<file path="config.mk">
export PLATFORM = sky130hd
export DESIGN_NAME = encoder_threshold_calibrator
export DESIGN_NICKNAME = d
export VERILOG_FILES = /design/src/hw/rtl/etc_pkg.sv /design/src/hw/rtl/encoder_threshold_calibrator.sv /design/src/hw/rtl/etc_cfg.sv /design/src/hw/rtl/etc_track.sv /design/src/hw/rtl/etc_thresh.sv
export VERILOG_INCLUDE_DIRS = /design/src /design/src/hw/rtl
export SDC_FILE = /design/constraint.sdc
export NUM_CORES = 2
export LEC_CHECK = 0
export BUFFER_PORTS_ARGS = -buffer_cell sky130_fd_sc_hd__buf_4
export CORE_AREA = 2 2 547 441
export DETAILED_ROUTE_END_ITERATION = 12
export DIE_AREA = 0 0 549 443
export MAX_ROUTING_LAYER = met4
export SYNTH_ARGS = -nofsm -noshare
export SYNTH_HDL_FRONTEND = slang
export SYNTH_SLANG_ARGS = --single-unit
</file>
<file path="constraint.sdc">
create_clock -name clk_i -period 25.3 [get_ports clk_i]
set_input_delay 1.265 -clock clk_i [delete_from_list [all_inputs] [get_ports clk_i]]
set_output_delay 1.265 -clock clk_i [all_outputs]
set_load 0.005 [all_outputs]
</file>
<file path="src/hw/rtl/encoder_threshold_calibrator_assert.svh">
// Assertion macros shared by the encoder threshold calibrator RTL.
// Each macro expects clk_i and rst_ni to be visible in the using module.
`ifndef ENCODER_THRESHOLD_CALIBRATOR_ASSERT_SVH
`define ENCODER_THRESHOLD_CALIBRATOR_ASSERT_SVH

// The consequent must hold in the same cycle as the antecedent.
`define ETC_ASSERT_IMP(name, ante, cons, msg) \
  name: assert property (@(posedge clk_i) disable iff (!rst_ni) (ante) |-> (cons)) \
    else $error(msg);

// The consequent must hold in the cycle after the antecedent.
`define ETC_ASSERT_NEXT(name, ante, cons, msg) \
  name: assert property (@(posedge clk_i) disable iff (!rst_ni) (ante) |=> (cons)) \
    else $error(msg);

`endif

</file>
<file path="src/hw/rtl/etc_pkg.sv">
// Package of the encoder threshold calibrator: field widths, phase and action
// codes, register indexes, reset values and the config and control structs. No dependencies.
package etc_pkg;

  localparam int unsigned TIME_W  = 32;
  localparam int unsigned NUM_W   = 7;
  localparam int unsigned WIN_W   = 16;
  localparam int unsigned PHASE_W = 2;
  localparam int unsigned ACT_W   = 3;

  localparam logic [PHASE_W-1:0] PH_IDLE   = 2'd0;
  localparam logic [PHASE_W-1:0] PH_CAL    = 2'd1;
  localparam logic [PHASE_W-1:0] PH_VERIFY = 2'd2;
  localparam logic [PHASE_W-1:0] PH_DONE   = 2'd3;

  localparam logic [ACT_W-1:0] ACT_NONE   = 3'd0;
  localparam logic [ACT_W-1:0] ACT_DRIVE  = 3'd1;
  localparam logic [ACT_W-1:0] ACT_BOUNDS = 3'd2;
  localparam logic [ACT_W-1:0] ACT_FINISH = 3'd3;
  localparam logic [ACT_W-1:0] ACT_ROUTE  = 3'd4;

  // Register indexes, decoded from paddr[2].
  localparam logic REG_DEAD_BAND = 1'b0;
  localparam logic REG_WINDOW    = 1'b1;

  localparam int unsigned BAND_DIV = 100;

  localparam logic [NUM_W-1:0] BAND_PCT_RST  = 7'd2;
  localparam logic [WIN_W-1:0] WINDOW_MS_RST = 16'd500;

  typedef struct packed {
    logic [NUM_W-1:0] band_pct;
    logic [WIN_W-1:0] window_ms;
  } etc_cfg_t;

  typedef struct packed {
    logic [PHASE_W-1:0] phase;
    logic [ACT_W-1:0]   action;
    logic               derive;
  } etc_ctrl_t;

endpackage

</file>
<file path="src/hw/rtl/encoder_threshold_calibrator.sv">
// Top level of the encoder threshold calibrator.
// Instantiates etc_cfg, etc_track and two etc_thresh channels; depends on etc_pkg.

// The block takes one beat per clock cycle on the input channel while
// in_stall_o is low, and returns exactly one result beat for each, in order,
// through the input register, sequencer register, two threshold datapath
// stages and result register. The phase sequencer and the min/max trackers
// update once per beat, and the thresholds derived when the calibration
// window closes are held in the result register until reset. Stalls on the
// output propagate back through the pipeline, while empty stages still
// accept new beats. Configuration is read and written through the APB port
// at byte addresses 0 (dead band) and 4 (window length).
`include "encoder_threshold_calibrator_assert.svh"

module encoder_threshold_calibrator #(
  parameter int unsigned SAMPLE_BITS = 12
) (
  input  logic                         clk_i,
  input  logic                         rst_ni,
  input  logic                         psel,
  input  logic                         penable,
  input  logic                         pwrite,
  input  logic [2:0]                   paddr,
  input  logic [31:0]                  pwdata,
  output logic [31:0]                  prdata,
  output logic                         pready,
  input  logic                         in_valid_i,
  output logic                         in_stall_o,
  input  logic [etc_pkg::TIME_W-1:0]   now_ms_i,
  input  logic [SAMPLE_BITS-1:0]       left_sample_i,
  input  logic [SAMPLE_BITS-1:0]       right_sample_i,
  input  logic                         verify_done_i,
  output logic                         out_valid_o,
  input  logic                         out_stall_i,
  output logic [etc_pkg::PHASE_W-1:0]  phase_o,
  output logic [etc_pkg::ACT_W-1:0]    action_o,
  output logic [SAMPLE_BITS-1:0]       left_rise_o,
  output logic [SAMPLE_BITS-1:0]       left_fall_o,
  output logic [SAMPLE_BITS-1:0]       right_rise_o,
  output logic [SAMPLE_BITS-1:0]       right_fall_o
);
  import etc_pkg::*;

  etc_cfg_t  cfg;
  logic      s1_valid;
  etc_ctrl_t s1_ctrl;
  logic [SAMPLE_BITS-1:0] lhi, llo, rhi, rlo;
  logic [SAMPLE_BITS-1:0] lup_new, llo_new, rup_new, rlo_new;

  logic      v2_q, v3_q, out_valid_q;
  etc_ctrl_t ctrl2_q, ctrl3_q;
  logic [PHASE_W-1:0] out_phase_q;
  logic [ACT_W-1:0]   out_action_q;
  logic [SAMPLE_BITS-1:0] left_rise_q, left_fall_q, right_rise_q, right_fall_q;
  logic ld_out, ld3, ld2, take_th;

  assign ld_out  = !out_valid_q || !out_stall_i;
  assign ld3     = !v3_q || ld_out;
  assign ld2     = !v2_q || ld3;
  assign take_th = ld_out && v3_q && ctrl3_q.derive;

  etc_cfg u_cfg (
    .clk_i   (clk_i),
    .rst_ni  (rst_ni),
    .psel    (psel),
    .penable (penable),
    .pwrite  (pwrite),
    .paddr   (paddr),
    .pwdata  (pwdata),
    .prdata  (prdata),
    .pready  (pready),
    .cfg_o   (cfg)
  );

  etc_track #(
    .SAMPLE_BITS (SAMPLE_BITS)
  ) u_track (
    .clk_i          (clk_i),
    .rst_ni         (rst_ni),
    .in_valid_i     (in_valid_i),
    .in_stall_o     (in_stall_o),
    .now_ms_i       (now_ms_i),
    .left_sample_i  (left_sample_i),
    .right_sample_i (right_sample_i),
    .verify_done_i  (verify_done_i),
    .window_ms_i    (cfg.window_ms),
    .s1_take_i      (ld2),
    .s1_valid_o     (s1_valid),
    .s1_ctrl_o      (s1_ctrl),
    .left_hi_o      (lhi),
    .left_lo_o      (llo),
    .right_hi_o     (rhi),
    .right_lo_o     (rlo)
  );

  etc_thresh #(
    .SAMPLE_BITS (SAMPLE_BITS)
  ) u_thresh_left (
    .clk_i      (clk_i),
    .ld2_i      (ld2),
    .ld3_i      (ld3),
    .hi_i       (lhi),
    .lo_i       (llo),
    .band_pct_i (cfg.band_pct),
    .upper_o    (lup_new),
    .lower_o    (llo_new)
  );

  etc_thresh #(
    .SAMPLE_BITS (SAMPLE_BITS)
  ) u_thresh_right (
    .clk_i      (clk_i),
    .ld2_i      (ld2),
    .ld3_i      (ld3),
    .hi_i       (rhi),
    .lo_i       (rlo),
    .band_pct_i (cfg.band_pct),
    .upper_o    (rup_new),
    .lower_o    (rlo_new)
  );

  always_ff @(posedge clk_i or negedge rst_ni) begin
    if (!rst_ni) begin
      v2_q         <= 1'b0;
      v3_q         <= 1'b0;
      out_valid_q  <= 1'b0;
      left_rise_q  <= '0;
      left_fall_q  <= '0;
      right_rise_q <= '0;
      right_fall_q <= '0;
    end else begin
      if (ld2) begin
        v2_q <= s1_valid;
      end
      if (ld3) begin
        v3_q <= v2_q;
      end
      if (ld_out) begin
        out_valid_q <= v3_q;
      end
      // The result register doubles as the held threshold store.
      if (take_th) begin
        left_rise_q  <= lup_new;
        left_fall_q  <= llo_new;
        right_rise_q <= rup_new;
        right_fall_q <= rlo_new;
      end
    end
  end

  always_ff @(posedge clk_i) begin
    if (ld2) begin
      ctrl2_q <= s1_ctrl;
    end
    if (ld3) begin
      ctrl3_q <= ctrl2_q;
    end
    if (ld_out) begin
      out_phase_q  <= ctrl3_q.phase;
      out_action_q <= ctrl3_q.action;
    end
  end

  assign out_valid_o  = out_valid_q;
  assign phase_o      = out_phase_q;
  assign action_o     = out_action_q;
  assign left_rise_o  = left_rise_q;
  assign left_fall_o  = left_fall_q;
  assign right_rise_o = right_rise_q;
  assign right_fall_o = right_fall_q;

  `ETC_ASSERT_IMP(a_th_on_bounds, !$stable(left_rise_q) || !$stable(left_fall_q) ||
                  !$stable(right_rise_q) || !$stable(right_fall_q),
                  out_valid_q && out_action_q == ACT_BOUNDS, "thresholds moved off a bounds beat")
  `ETC_ASSERT_IMP(a_band_order, out_valid_q && out_action_q == ACT_BOUNDS,
                  left_rise_q >= left_fall_q && right_rise_q >= right_fall_q,
                  "upper threshold below lower threshold")

endmodule

</file>
<file path="src/hw/rtl/etc_cfg.sv">
// Configuration registers of the encoder threshold calibrator behind an
// APB-style port. Depends on etc_pkg.
module etc_cfg (
  input  logic             clk_i,
  input  logic             rst_ni,
  input  logic             psel,
  input  logic             penable,
  input  logic             pwrite,
  input  logic [2:0]       paddr,
  input  logic [31:0]      pwdata,
  output logic [31:0]      prdata,
  output logic             pready,
  output etc_pkg::etc_cfg_t cfg_o
);
  import etc_pkg::*;

  logic [NUM_W-1:0] dead_band_q, dead_band_d;
  logic [WIN_W-1:0] window_q, window_d;
  logic             wr_en;

  assign pready = 1'b1;
  assign wr_en  = psel && penable && pwrite;

  always_comb begin
    dead_band_d = dead_band_q;
    window_d    = window_q;
    if (wr_en) begin
      case (paddr[2])
        REG_DEAD_BAND: dead_band_d = pwdata[NUM_W-1:0];
        REG_WINDOW:    window_d    = pwdata[WIN_W-1:0];
        default: ;
      endcase
    end
  end

  always_comb begin
    case (paddr[2])
      REG_DEAD_BAND: prdata = 32'(dead_band_q);
      REG_WINDOW:    prdata = 32'(window_q);
      default:       prdata = '0;
    endcase
  end

  always_ff @(posedge clk_i or negedge rst_ni) begin
    if (!rst_ni) begin
      dead_band_q <= BAND_PCT_RST;
      window_q    <= WINDOW_MS_RST;
    end else begin
      dead_band_q <= dead_band_d;
      window_q    <= window_d;
    end
  end

  assign cfg_o.band_pct  = dead_band_q;
  assign cfg_o.window_ms = window_q;

endmodule

</file>
<file path="src/hw/rtl/etc_track.sv">
// Input register, phase sequencer and min/max tracking of the calibrator.
// Produces one registered control word per beat. Depends on etc_pkg.
`include "encoder_threshold_calibrator_assert.svh"

module etc_track #(
  parameter int unsigned SAMPLE_BITS = 12
) (
  input  logic                       clk_i,
  input  logic                       rst_ni,
  input  logic                       in_valid_i,
  output logic                       in_stall_o,
  input  logic [etc_pkg::TIME_W-1:0] now_ms_i,
  input  logic [SAMPLE_BITS-1:0]     left_sample_i,
  input  logic [SAMPLE_BITS-1:0]     right_sample_i,
  input  logic                       verify_done_i,
  input  logic [etc_pkg::WIN_W-1:0]  window_ms_i,
  input  logic                       s1_take_i,
  output logic                       s1_valid_o,
  output etc_pkg::etc_ctrl_t         s1_ctrl_o,
  output logic [SAMPLE_BITS-1:0]     left_hi_o,
  output logic [SAMPLE_BITS-1:0]     left_lo_o,
  output logic [SAMPLE_BITS-1:0]     right_hi_o,
  output logic [SAMPLE_BITS-1:0]     right_lo_o
);
  import etc_pkg::*;

  // Input register.
  logic                   s0_valid_q;
  logic [TIME_W-1:0]      s0_now_q;
  logic [SAMPLE_BITS-1:0] s0_left_q, s0_right_q;
  logic                   s0_done_q;

  // Calibration state.
  logic [PHASE_W-1:0]     phase_q, phase_d;
  logic [TIME_W-1:0]      start_q, start_d;
  logic [SAMPLE_BITS-1:0] lmax_q, lmax_d, lmin_q, lmin_d;
  logic [SAMPLE_BITS-1:0] rmax_q, rmax_d, rmin_q, rmin_d;

  // Tracked extremes including the sample of the current beat.
  logic [SAMPLE_BITS-1:0] lmax_t, lmin_t, rmax_t, rmin_t;
  logic [TIME_W-1:0]      elapsed;

  logic      s1_valid_q;
  etc_ctrl_t s1_ctrl_q, ctrl_d;
  logic [SAMPLE_BITS-1:0] lhi_q, llo_q, rhi_q, rlo_q;

  logic ld0, ld1, step;

  assign ld1        = !s1_valid_q || s1_take_i;
  assign ld0        = !s0_valid_q || ld1;
  assign step       = s0_valid_q && ld1;
  assign in_stall_o = !ld0;

  assign lmax_t  = (s0_left_q > lmax_q) ? s0_left_q : lmax_q;
  assign lmin_t  = (s0_left_q < lmin_q) ? s0_left_q : lmin_q;
  assign rmax_t  = (s0_right_q > rmax_q) ? s0_right_q : rmax_q;
  assign rmin_t  = (s0_right_q < rmin_q) ? s0_right_q : rmin_q;
  assign elapsed = s0_now_q - start_q;

  always_comb begin
    phase_d       = phase_q;
    start_d       = start_q;
    lmax_d        = lmax_q;
    lmin_d        = lmin_q;
    rmax_d        = rmax_q;
    rmin_d        = rmin_q;
    ctrl_d.action = ACT_NONE;
    ctrl_d.derive = 1'b0;
    case (phase_q)
      PH_IDLE: begin
        start_d       = s0_now_q;
        phase_d       = PH_CAL;
        ctrl_d.action = ACT_DRIVE;
      end
      PH_CAL: begin
        lmax_d = lmax_t;
        lmin_d = lmin_t;
        rmax_d = rmax_t;
        rmin_d = rmin_t;
        // The elapsed time wraps with the tick counter.
        if (elapsed >= TIME_W'(window_ms_i)) begin
          start_d       = s0_now_q;
          phase_d       = PH_VERIFY;
          ctrl_d.action = ACT_BOUNDS;
          ctrl_d.derive = 1'b1;
        end
      end
      PH_VERIFY: begin
        if (s0_done_q) begin
          phase_d       = PH_DONE;
          ctrl_d.action = ACT_FINISH;
        end else begin
          ctrl_d.action = ACT_ROUTE;
        end
      end
      default: ;
    endcase
    ctrl_d.phase = phase_d;
  end

  always_ff @(posedge clk_i or negedge rst_ni) begin
    if (!rst_ni) begin
      s0_valid_q <= 1'b0;
      s1_valid_q <= 1'b0;
      phase_q    <= PH_IDLE;
      start_q    <= '0;
      lmax_q     <= '0;
      lmin_q     <= '1;
      rmax_q     <= '0;
      rmin_q     <= '1;
    end else begin
      if (ld0) begin
        s0_valid_q <= in_valid_i;
      end
      if (ld1) begin
        s1_valid_q <= s0_valid_q;
      end
      if (step) begin
        phase_q <= phase_d;
        start_q <= start_d;
        lmax_q  <= lmax_d;
        lmin_q  <= lmin_d;
        rmax_q  <= rmax_d;
        rmin_q  <= rmin_d;
      end
    end
  end

  always_ff @(posedge clk_i) begin
    if (ld0) begin
      s0_now_q   <= now_ms_i;
      s0_left_q  <= left_sample_i;
      s0_right_q <= right_sample_i;
      s0_done_q  <= verify_done_i;
    end
    if (ld1) begin
      s1_ctrl_q <= ctrl_d;
      lhi_q     <= lmax_t;
      llo_q     <= lmin_t;
      rhi_q     <= rmax_t;
      rlo_q     <= rmin_t;
    end
  end

  assign s1_valid_o = s1_valid_q;
  assign s1_ctrl_o  = s1_ctrl_q;
  assign left_hi_o  = lhi_q;
  assign left_lo_o  = llo_q;
  assign right_hi_o = rhi_q;
  assign right_lo_o = rlo_q;

  `ETC_ASSERT_NEXT(a_done_final, phase_q == PH_DONE, phase_q == PH_DONE, "calibrated phase left")
  `ETC_ASSERT_IMP(a_phase_on_beat, !$stable(phase_q), $past(step), "phase moved without a beat")
  `ETC_ASSERT_IMP(a_bounds_ordered, phase_q == PH_VERIFY || phase_q == PH_DONE,
                  lmin_q <= lmax_q && rmin_q <= rmax_q, "bounds inverted after calibration")

endmodule

</file>
<file path="src/hw/rtl/etc_thresh.sv">
// Threshold datapath of one encoder channel: midpoint, dead-band product and
// division by the dead-band denominator over two register stages. Depends on etc_pkg.
module etc_thresh #(
  parameter int unsigned SAMPLE_BITS = 12
) (
  input  logic                      clk_i,
  input  logic                      ld2_i,
  input  logic                      ld3_i,
  input  logic [SAMPLE_BITS-1:0]    hi_i,
  input  logic [SAMPLE_BITS-1:0]    lo_i,
  input  logic [etc_pkg::NUM_W-1:0] band_pct_i,
  output logic [SAMPLE_BITS-1:0]    upper_o,
  output logic [SAMPLE_BITS-1:0]    lower_o
);
  import etc_pkg::*;

  localparam int unsigned SW          = SAMPLE_BITS;
  localparam int unsigned PW          = SW + 8;
  localparam int unsigned PW2         = 2 * PW;
  localparam int unsigned QW          = PW - 6;
  localparam int unsigned UW          = QW + 1;
  localparam int unsigned RECIP_SHIFT = PW + 6;
  localparam int unsigned RECIP_MUL   = (32'd1 << RECIP_SHIFT) / BAND_DIV;
  localparam int unsigned ROUND_ADD   = BAND_DIV / 2;
  localparam logic [SW-1:0] SAMPLE_MAX = '1;

  logic [SW-1:0]  top_v, bot_v, avg_v, du, dl;
  logic [SW:0]    sum_v;
  logic [PW-1:0]  pu_d, pl_d;
  logic [SW-1:0]  avg2_q;
  logic [PW-1:0]  pu2_q, pl2_q;
  logic [PW2-1:0] prod_u, prod_l;
  logic [SW-1:0]  avg3_q;
  logic [PW-1:0]  pu3_q, pl3_q;
  logic [QW-1:0]  qu3_q, ql3_q;
  logic [PW-1:0]  ru, rl;
  logic [QW-1:0]  qu, ql;
  logic [QW:0]    up_sum;

  // Stage two: midpoint and rounded dead-band products.
  always_comb begin
    if (hi_i < lo_i) begin
      top_v = lo_i;
      bot_v = hi_i;
    end else begin
      top_v = hi_i;
      bot_v = lo_i;
    end
    sum_v = {1'b0, top_v} + {1'b0, bot_v};
    avg_v = sum_v[SW:1];
    du    = top_v - avg_v;
    dl    = avg_v - bot_v;
    pu_d  = PW'(du) * PW'(band_pct_i) + PW'(ROUND_ADD);
    pl_d  = PW'(dl) * PW'(band_pct_i) + PW'(ROUND_ADD);
  end

  // Stage three: reciprocal estimate of the quotient, low by at most one.
  assign prod_u = PW2'(pu2_q) * PW2'(RECIP_MUL);
  assign prod_l = PW2'(pl2_q) * PW2'(RECIP_MUL);

  always_ff @(posedge clk_i) begin
    if (ld2_i) begin
      avg2_q <= avg_v;
      pu2_q  <= pu_d;
      pl2_q  <= pl_d;
    end
    if (ld3_i) begin
      avg3_q <= avg2_q;
      pu3_q  <= pu2_q;
      pl3_q  <= pl2_q;
      qu3_q  <= prod_u[RECIP_SHIFT +: QW];
      ql3_q  <= prod_l[RECIP_SHIFT +: QW];
    end
  end

  // Final correction of the quotient, then saturation to the sample range.
  always_comb begin
    ru     = pu3_q - PW'(qu3_q) * PW'(BAND_DIV);
    rl     = pl3_q - PW'(ql3_q) * PW'(BAND_DIV);
    qu     = qu3_q + QW'(ru >= PW'(BAND_DIV));
    ql     = ql3_q + QW'(rl >= PW'(BAND_DIV));
    up_sum = UW'(avg3_q) + UW'(qu);
    if (up_sum > UW'(SAMPLE_MAX)) begin
      upper_o = SAMPLE_MAX;
    end else begin
      upper_o = up_sum[SW-1:0];
    end
    if (ql > QW'(avg3_q)) begin
      lower_o = '0;
    end else begin
      lower_o = avg3_q - ql[SW-1:0];
    end
  end

endmodule

</file>
# Word level (Yosys, flattened, before mapping)
# Index checks and enable logic that the tools add are counted.
[totals]
wordCells = 150
input_bits = 99
reg_bits = 550
[classes]
muxes = 21
n_eq_ne = 3
n_addsub = 23
n_reduce_logical = 23
order_cmp = 15
bitwise = 1
n_mul = 12
[ops]
columns = ["operator", "n"]
rows = [
  ["multiplier 20 x 16 -> 36 bit (second input constant)", 4],
  ["2-to-1 mux 12 bit", 12],
  ["one-hot mux 32 bit (2 select lines)", 2],
  ["adder 19 x 6 -> 20 bit (second input constant)", 4],
  [">= comparator 20 x 7 -> 1 bit (second input constant)", 4],
  ["subtractor 20 bit", 4],
  ["multiplier 12 x 7 -> 19 bit", 4],
  ["multiplier 14 x 5 -> 18 bit (second input constant)", 4],
  ["subtractor 12 bit", 6],
  ["adder 14 x 1 -> 14 bit", 4],
  ["less-than comparator 12 bit", 4],
  [">= comparator 32 x 16 -> 1 bit", 1],
  ["2-to-1 mux 32 bit", 1],
  ["subtractor 32 bit", 1],
  ["adder 12 x 14 -> 15 bit", 2],
  ["greater-than comparator 15 x 12 -> 1 bit (second input constant)", 2],
  ["greater-than comparator 14 x 12 -> 1 bit", 2],
  ["adder 12 x 12 -> 13 bit", 2],
  ["greater-than comparator 12 bit", 2],
  ["one-hot mux 3 bit (3 select lines)", 1],
  ["zero test 1 bit", 7],
  ["2-to-1 mux 3 bit", 2],
  ["one-hot mux 2 bit (3 select lines)", 1],
  ["AND reduction 2 bit", 3],
  ["10 further kinds", 19],
]

# Longest topological paths before layout
[logic_depth]
ltp_word = 7
mapped_depth = 43
mapped_depth_nobuf = 42

# Cells and area by module
# From an unflattened synthesis, not the netlist that was laid out.
[hier_totals]
cells_unflattened = 6919
hier_area_um2 = 72348.1
[modules_own_cells]
columns = ["mod", "cells_each", "area_each_um2", "n_inst", "seq_area_each_um2"]
rows = [
  ["etc_thresh (u_thresh_right)", 2908, 28997.8, 1, 3843.7],
  ["etc_thresh (u_thresh_left)", 2864, 28780.1, 1, 3843.7],
  ["etc_track", 933, 10850.4, 1, 5465.2],
  ["encoder_threshold_calibrator", 128, 2501.1, 1, 1786.7],
  ["etc_cfg", 86, 1218.7, 1, 584.3],
]

# Least setup slack after synthesis
# Ideal clock, no wire load.
[synth_path]
path_type = "register to register"
from = "register u_track.rhi_q[1], in the netlist u_track.right_hi_o[1]"
to = "register u_thresh_right.pl2_q[19], data pin"
t_arrival_ns = 8.378
path_stages_with_launch = 38
synth_period_minus_slack_ns = 8.635
setup_slack_ns = 16.665
setup_ns = 0.258
cell_sequence = "edfxtp_1 -> ha_1 -> a21oi_1 -> o21bai_1 -> a21o_1 -> a21o_1 -> a21oi_1 -> o21ai_0 -> a31oi_1 -> clkbuf_1 -> clkbuf_1 -> a21oi_1 -> fa_1 -> a21o_1 -> a21oi_1 -> o21ai_0 -> a21oi_1 -> nor2b_1 -> (+2 left out) -> nand2b_1 -> a21oi_1 -> xnor2_1 -> nand2_1 -> fa_1 -> fa_1 -> fa_1 -> inv_1 -> fa_1 -> ha_1 -> and3_1 -> a21oi_1 -> o21ai_0 -> o41ai_1 -> o21ai_0 -> o21a_1 -> nor2_1 -> xnor2_1"
[synth_between]
elab_chain_len = 6
[synth_lines]
columns = ["element", "line_no", "rtl"]
rows = [
  ["start: declaration", "etc_track.sv:45", "logic [SAMPLE_BITS-1:0] lhi_q, llo_q, rhi_q, rlo_q;"],
  ["start signal: assignment", "etc_track.sv:140", "rhi_q <= rmax_t;"],
  ["less-than comparator 12 bit", "etc_thresh.sv:42", "if (hi_i < lo_i) begin"],
  ["2-to-1 mux 12 bit", "etc_thresh.sv:42", ""],
  ["adder 12 x 12 -> 13 bit", "etc_thresh.sv:49", "sum_v = {1'b0, top_v} + {1'b0, bot_v};"],
  ["subtractor 12 bit *", "etc_thresh.sv:52", "dl = avg_v - bot_v;"],
  ["multiplier 12 x 7 -> 19 bit *", "etc_thresh.sv:54", "pl_d = PW'(dl) * PW'(band_pct_i) + PW'(ROUND_ADD);"],
  ["adder 19 x 6 -> 20 bit *", "etc_thresh.sv:54", ""],
  ["net u_thresh_right.pl_d[19]", "etc_thresh.sv:29", "logic [PW-1:0] pu_d, pl_d;"],
  ["end signal: assignment", "etc_thresh.sv:65", "pl2_q <= pl_d;"],
  ["end: declaration", "etc_thresh.sv:31", "logic [PW-1:0] pu2_q, pl2_q;"],
]
# The timed path passes the listed nets; every way through them passes the cells marked *.
# A chain may end at the register's enable or synchronous reset.

# Worst setup path after layout
[layout_path]
from = "register u_thresh_right.qu3_q[2]"
to = "register right_rise_q[3], in the netlist right_rise_o[3]"
[layout_between]
elab_chain_len = 7
[layout_lines]
columns = ["element", "line_no", "rtl"]
rows = [
  ["start: declaration", "etc_thresh.sv:35", "logic [QW-1:0] qu3_q, ql3_q;"],
  ["start signal: assignment", "etc_thresh.sv:71", "qu3_q <= prod_u[RECIP_SHIFT +: QW];"],
  ["multiplier 14 x 5 -> 18 bit", "etc_thresh.sv:78", "ru = pu3_q - PW'(qu3_q) * PW'(BAND_DIV);"],
  ["subtractor 20 bit", "etc_thresh.sv:78", ""],
  [">= comparator 20 x 7 -> 1 bit", "etc_thresh.sv:80", "qu = qu3_q + QW'(ru >= PW'(BAND_DIV));"],
  ["adder 14 x 1 -> 14 bit *", "etc_thresh.sv:80", ""],
  ["adder 12 x 14 -> 15 bit *", "etc_thresh.sv:82", "up_sum = UW'(avg3_q) + UW'(qu);"],
  ["greater-than comparator 15 x 12 -> 1 bit", "etc_thresh.sv:83", "if (up_sum > UW'(SAMPLE_MAX)) begin"],
  ["2-to-1 mux 12 bit *", "etc_thresh.sv:83", ""],
  ["end signal: assignment", "encoder_threshold_calibrator.sv:145", "right_rise_q <= rup_new;"],
  ["end: declaration", "encoder_threshold_calibrator.sv:54", "logic [SAMPLE_BITS-1:0] left_rise_q, left_fall_q, right_rise_q, right_fall_q;"],
]
# Every way passes the cells marked *; elsewhere a longest branch is shown, timed or not.

==> out/qor.yml <==
route:
  routedWlPerCell_um: 15.6
  final_antenna_net_count: 0
  vias: 47400
  drt-total-wl_um: 160000
  avgViaCountPerCell: 4.62
  first_pass_iters: 5
  drtIter0Drc: 2601
  drc: 0
setup_path:
  cp_slowest_cell: "o211ai_1"
  critPathLaunchType: "flip-flop"
  worst-path-max-fanout: 11
  cp.required_ns: 25.92
  cp_num_buf_inv: 2
  max_stage_delay_ns: 0.98
  cp_data_arrival_time_ns: 10.37
  crit_family: "compound AO/OA/AOI/OAI gates"
  critical_path.most_common_cell: "o21ai_0"
  crit_type: "reg2reg"
  endpoint_kind: "flip-flop"
sta:
  max_freq_mhz: 103
  finalSetupViolCount: 0
  worstMarginPinSlew_ns: 1.27
  rsz0062_at_grt: "false"
  fin_crit_sh_pct: 38.5
  hold_violations: 0
  finClkSkew_ns: 0.0316
  drv_slew: 0
  slew_headroom_pct: 15.2
  min_period_ns: 9.75
  fin_setup_tns_ns: 0
layout:
  nets: 9242
  syn_to_final_growth_pct: 10.3
  utilization_pct: 32.8
  final_cells: 10300
  drive_gt1_share_pct: 7.10
yosys:
  ys_seq_area_share_pct: 21.9
  netlist_instances: 6843
  synth_edf_count: 384
  synth_cell_type_count: 83
  ys_ff_latch: 542
  ys_warn_count: 0
  synth_top_flop_cell: "edfxtp_1"
  postSynthAreaPerCell_um2: 10.4
  synth_area_um2: 71000
  synthArstFlopShare_pct: 29.2
floorplan:
  start_util_pct: 29.8
  dieArea_um2: 243000
  dieHeight_um: 443
  io_pins: 187
  rows: 161
  die_w_um: 549
  design.core.area_um2: 239000
cts:
  post-cts-setup-buffers: 0
  ctsHtreeMaxLevel: 3
  numCtsBuffers: 70
  clk_path_buf_depth: 3
  clk_pin_slew_worst_paths_ns: 0.06
  cts_tree: "yes"
  postCtsHoldBufs: 0
  insertion_delay_ns: 0.69
  cts-root-buf: "clkbuf_16"
  post_cts_resized: 0
  cts.sinks: 542
global_route:
  grt_pass1_wl_um: 263000
  antenna_found_initial: 11
  grt_pass1_vias: 49800
  grt_max_degree: 112
  grt_overflow: 0
  grt_use_total_pct: 13.8
place:
  io_buffers: 151
  hpwl_um: 133000
  placed_cells: 10100
  gp_congestion: 0.882
run_status:
  status: "complete, no violations"
min_path:
  hold_path.class: "reg2reg"
flow_run:
  maxCapViolCount: 0
## through the flow
stage	hold slack [ns]	worst slack [ns]	instance area, µm²
detailed placement	0.405	15.63	75900
finish	0.417	15.55	78300
global route	0.420	14.57	78200
CTS	0.416	15.56	78200
global placement	0.402	15.65	75900
floorplan	0.400	16.66	71000
## placed cells by master (no fill, tap or decap), types with 12 or more instances in the layout
cell type / netlist / layout
or3_1: 22 / 22
dfstp_2: 31 / 31
and2_1: 166 / 166
a211oi_1: 26 / 26
nor2_1: 227 / 227
conb_1: 2 / 17
ha_1: 1345 / 1345
a21o_1: 115 / 115
xor2_1: 109 / 109
o22a_1: 23 / 23
buf_4: 17 / 173
a22o_1: 25 / 25
and3_1: 37 / 36
nand2b_1: 83 / 83
inv_1: 1348 / 1347
o21bai_1: 38 / 38
nand4_1: 45 / 45
nor2b_1: 94 / 94
edfxtp_1: 384 / 384
clkbuf_1: 70 / 13
o21a_1: 40 / 40
a21boi_0: 26 / 26
dfrtp_1: 127 / 124
nor4_1: 12 / 12
clkbuf_16: 0 / 70
nand3_1: 77 / 75
a211o_1: 13 / 13
a31oi_1: 15 / 14
nand2_1: 349 / 348
o211ai_1: 13 / 13
mux2i_1: 25 / 25
or2_2: 13 / 13
fa_1: 787 / 787
nor3_1: 77 / 75
xnor2_1: 221 / 221
o21ai_0: 209 / 209
a21oi_1: 318 / 317
mux2_2: 145 / 145
## registers in the layout, summed over array words and instances (netlist names), 20 cells and up
signal                flops
u_track.start_q          32
u_thresh_left.pu2_q      20
u_track.s0_now_q         32
u_thresh_right.pu2_q     20
u_thresh_left.pl2_q      20
u_thresh_right.pl2_q     20
## routing by layer
layer	routed length, µm	GRT usage [%]	vias up
met4	3550	3.42	0
li1	-	-	23200
met2	67200	20.2	841
met5	0	-	-
met1	80000	19.7	23200
met3	8910	2.42	166
## Yosys cell counts, types with 26 or more instances
| cell | number | area, µm² |
|---|---|---|
| a211oi_1 | 26 | 195 |
| a21boi_0 | 26 | 195 |
| a21o_1 | 115 | 863 |
| a21oi_1 | 318 | 1590 |
| and2_1 | 166 | 1040 |
| and3_1 | 37 | 231 |
| clkbuf_1 | 70 | 263 |
| dfrtp_1 | 127 | 3180 |
| dfstp_2 | 31 | 815 |
| edfxtp_1 | 384 | 11500 |
| fa_1 | 787 | 15800 |
| ha_1 | 1345 | 16800 |
| inv_1 | 1348 | 5060 |
| mux2_2 | 145 | 1630 |
| nand2_1 | 349 | 1310 |
| nand2b_1 | 83 | 519 |
| nand3_1 | 77 | 385 |
| nand4_1 | 45 | 282 |
| nor2_1 | 227 | 852 |
| nor2b_1 | 94 | 588 |
| nor3_1 | 77 | 385 |
| o21a_1 | 40 | 300 |
| o21ai_0 | 209 | 1050 |
| o21bai_1 | 38 | 285 |
| xnor2_1 | 221 | 1940 |
| xor2_1 | 109 | 955 |
## worst reg2reg max path: cells and delay by family (launching register included)
| family | cells | cell delay, ns |
|---|---|---|
| buf+inv | 2 | 0.15 |
| compound gates | 19 | 4.43 |
| simple gates | 10 | 1.44 |
| xor+xnor | 2 | 0.37 |
| fa+ha+maj | 8 | 2.85 |
| flops | 1 | 0.48 |
## logic make-up after synthesis
logic type / Yosys count / share of synthesized area (%)
xor+xnor: 334 / 4.20
fa+ha+maj: 2132 / 45.9
mux: 170 / 2.65
compound gates: 981 / 8.85
buf+inv: 1441 / 7.75
flops: 542 / 21.9
other cells: 2 / 0.0106
simple gates: 1241 / 8.75
## final cells by class
| class | instances | area, µm² |
|---|---|---|
| multi-input combinational | 4875 | 50100 |
| clock inverter | 44 | 479 |
| clock buffer | 84 | 1810 |
| sequential | 542 | 15500 |
| timing repair buffer | 174 | 1310 |
| inverter | 1348 | 5060 |
| antenna | 10 | 25.0 |
| tap | 3178 | 3980 |
| fill | 24200 | 160000 |
## path summary, 6_finish.rpt
kind | start | endpoint | slack [ns] | cells past startpoint
max | u_thresh_right.qu3_q[2]$_DFFE_PP_ | right_rise_o[3]$_DFFE_PN0P_ | 15.55 | 41
min | u_thresh_left.avg2_q[4]$_DFFE_PP_ | u_thresh_left.avg3_q[4]$_DFFE_PP_ | 0.42 | 0
max reg2reg | u_thresh_right.qu3_q[2]$_DFFE_PP_ | right_rise_o[3]$_DFFE_PN0P_ | 15.55 | 41
min reg2reg | u_thresh_left.avg2_q[4]$_DFFE_PP_ | u_thresh_left.avg3_q[4]$_DFFE_PP_ | 0.42 | 0
max in group asynchronous | rst_ni | left_rise_o[11]$_DFFE_PN0P_ | 23.08 | 2
min in group asynchronous | rst_ni | u_track.start_q[20]$_DFFE_PN0P_ | 0.69 | 1
Power is left out: the tool's default activity adds up to more than one toggle a clock period on the data nets, which glitch-free logic cannot reach.
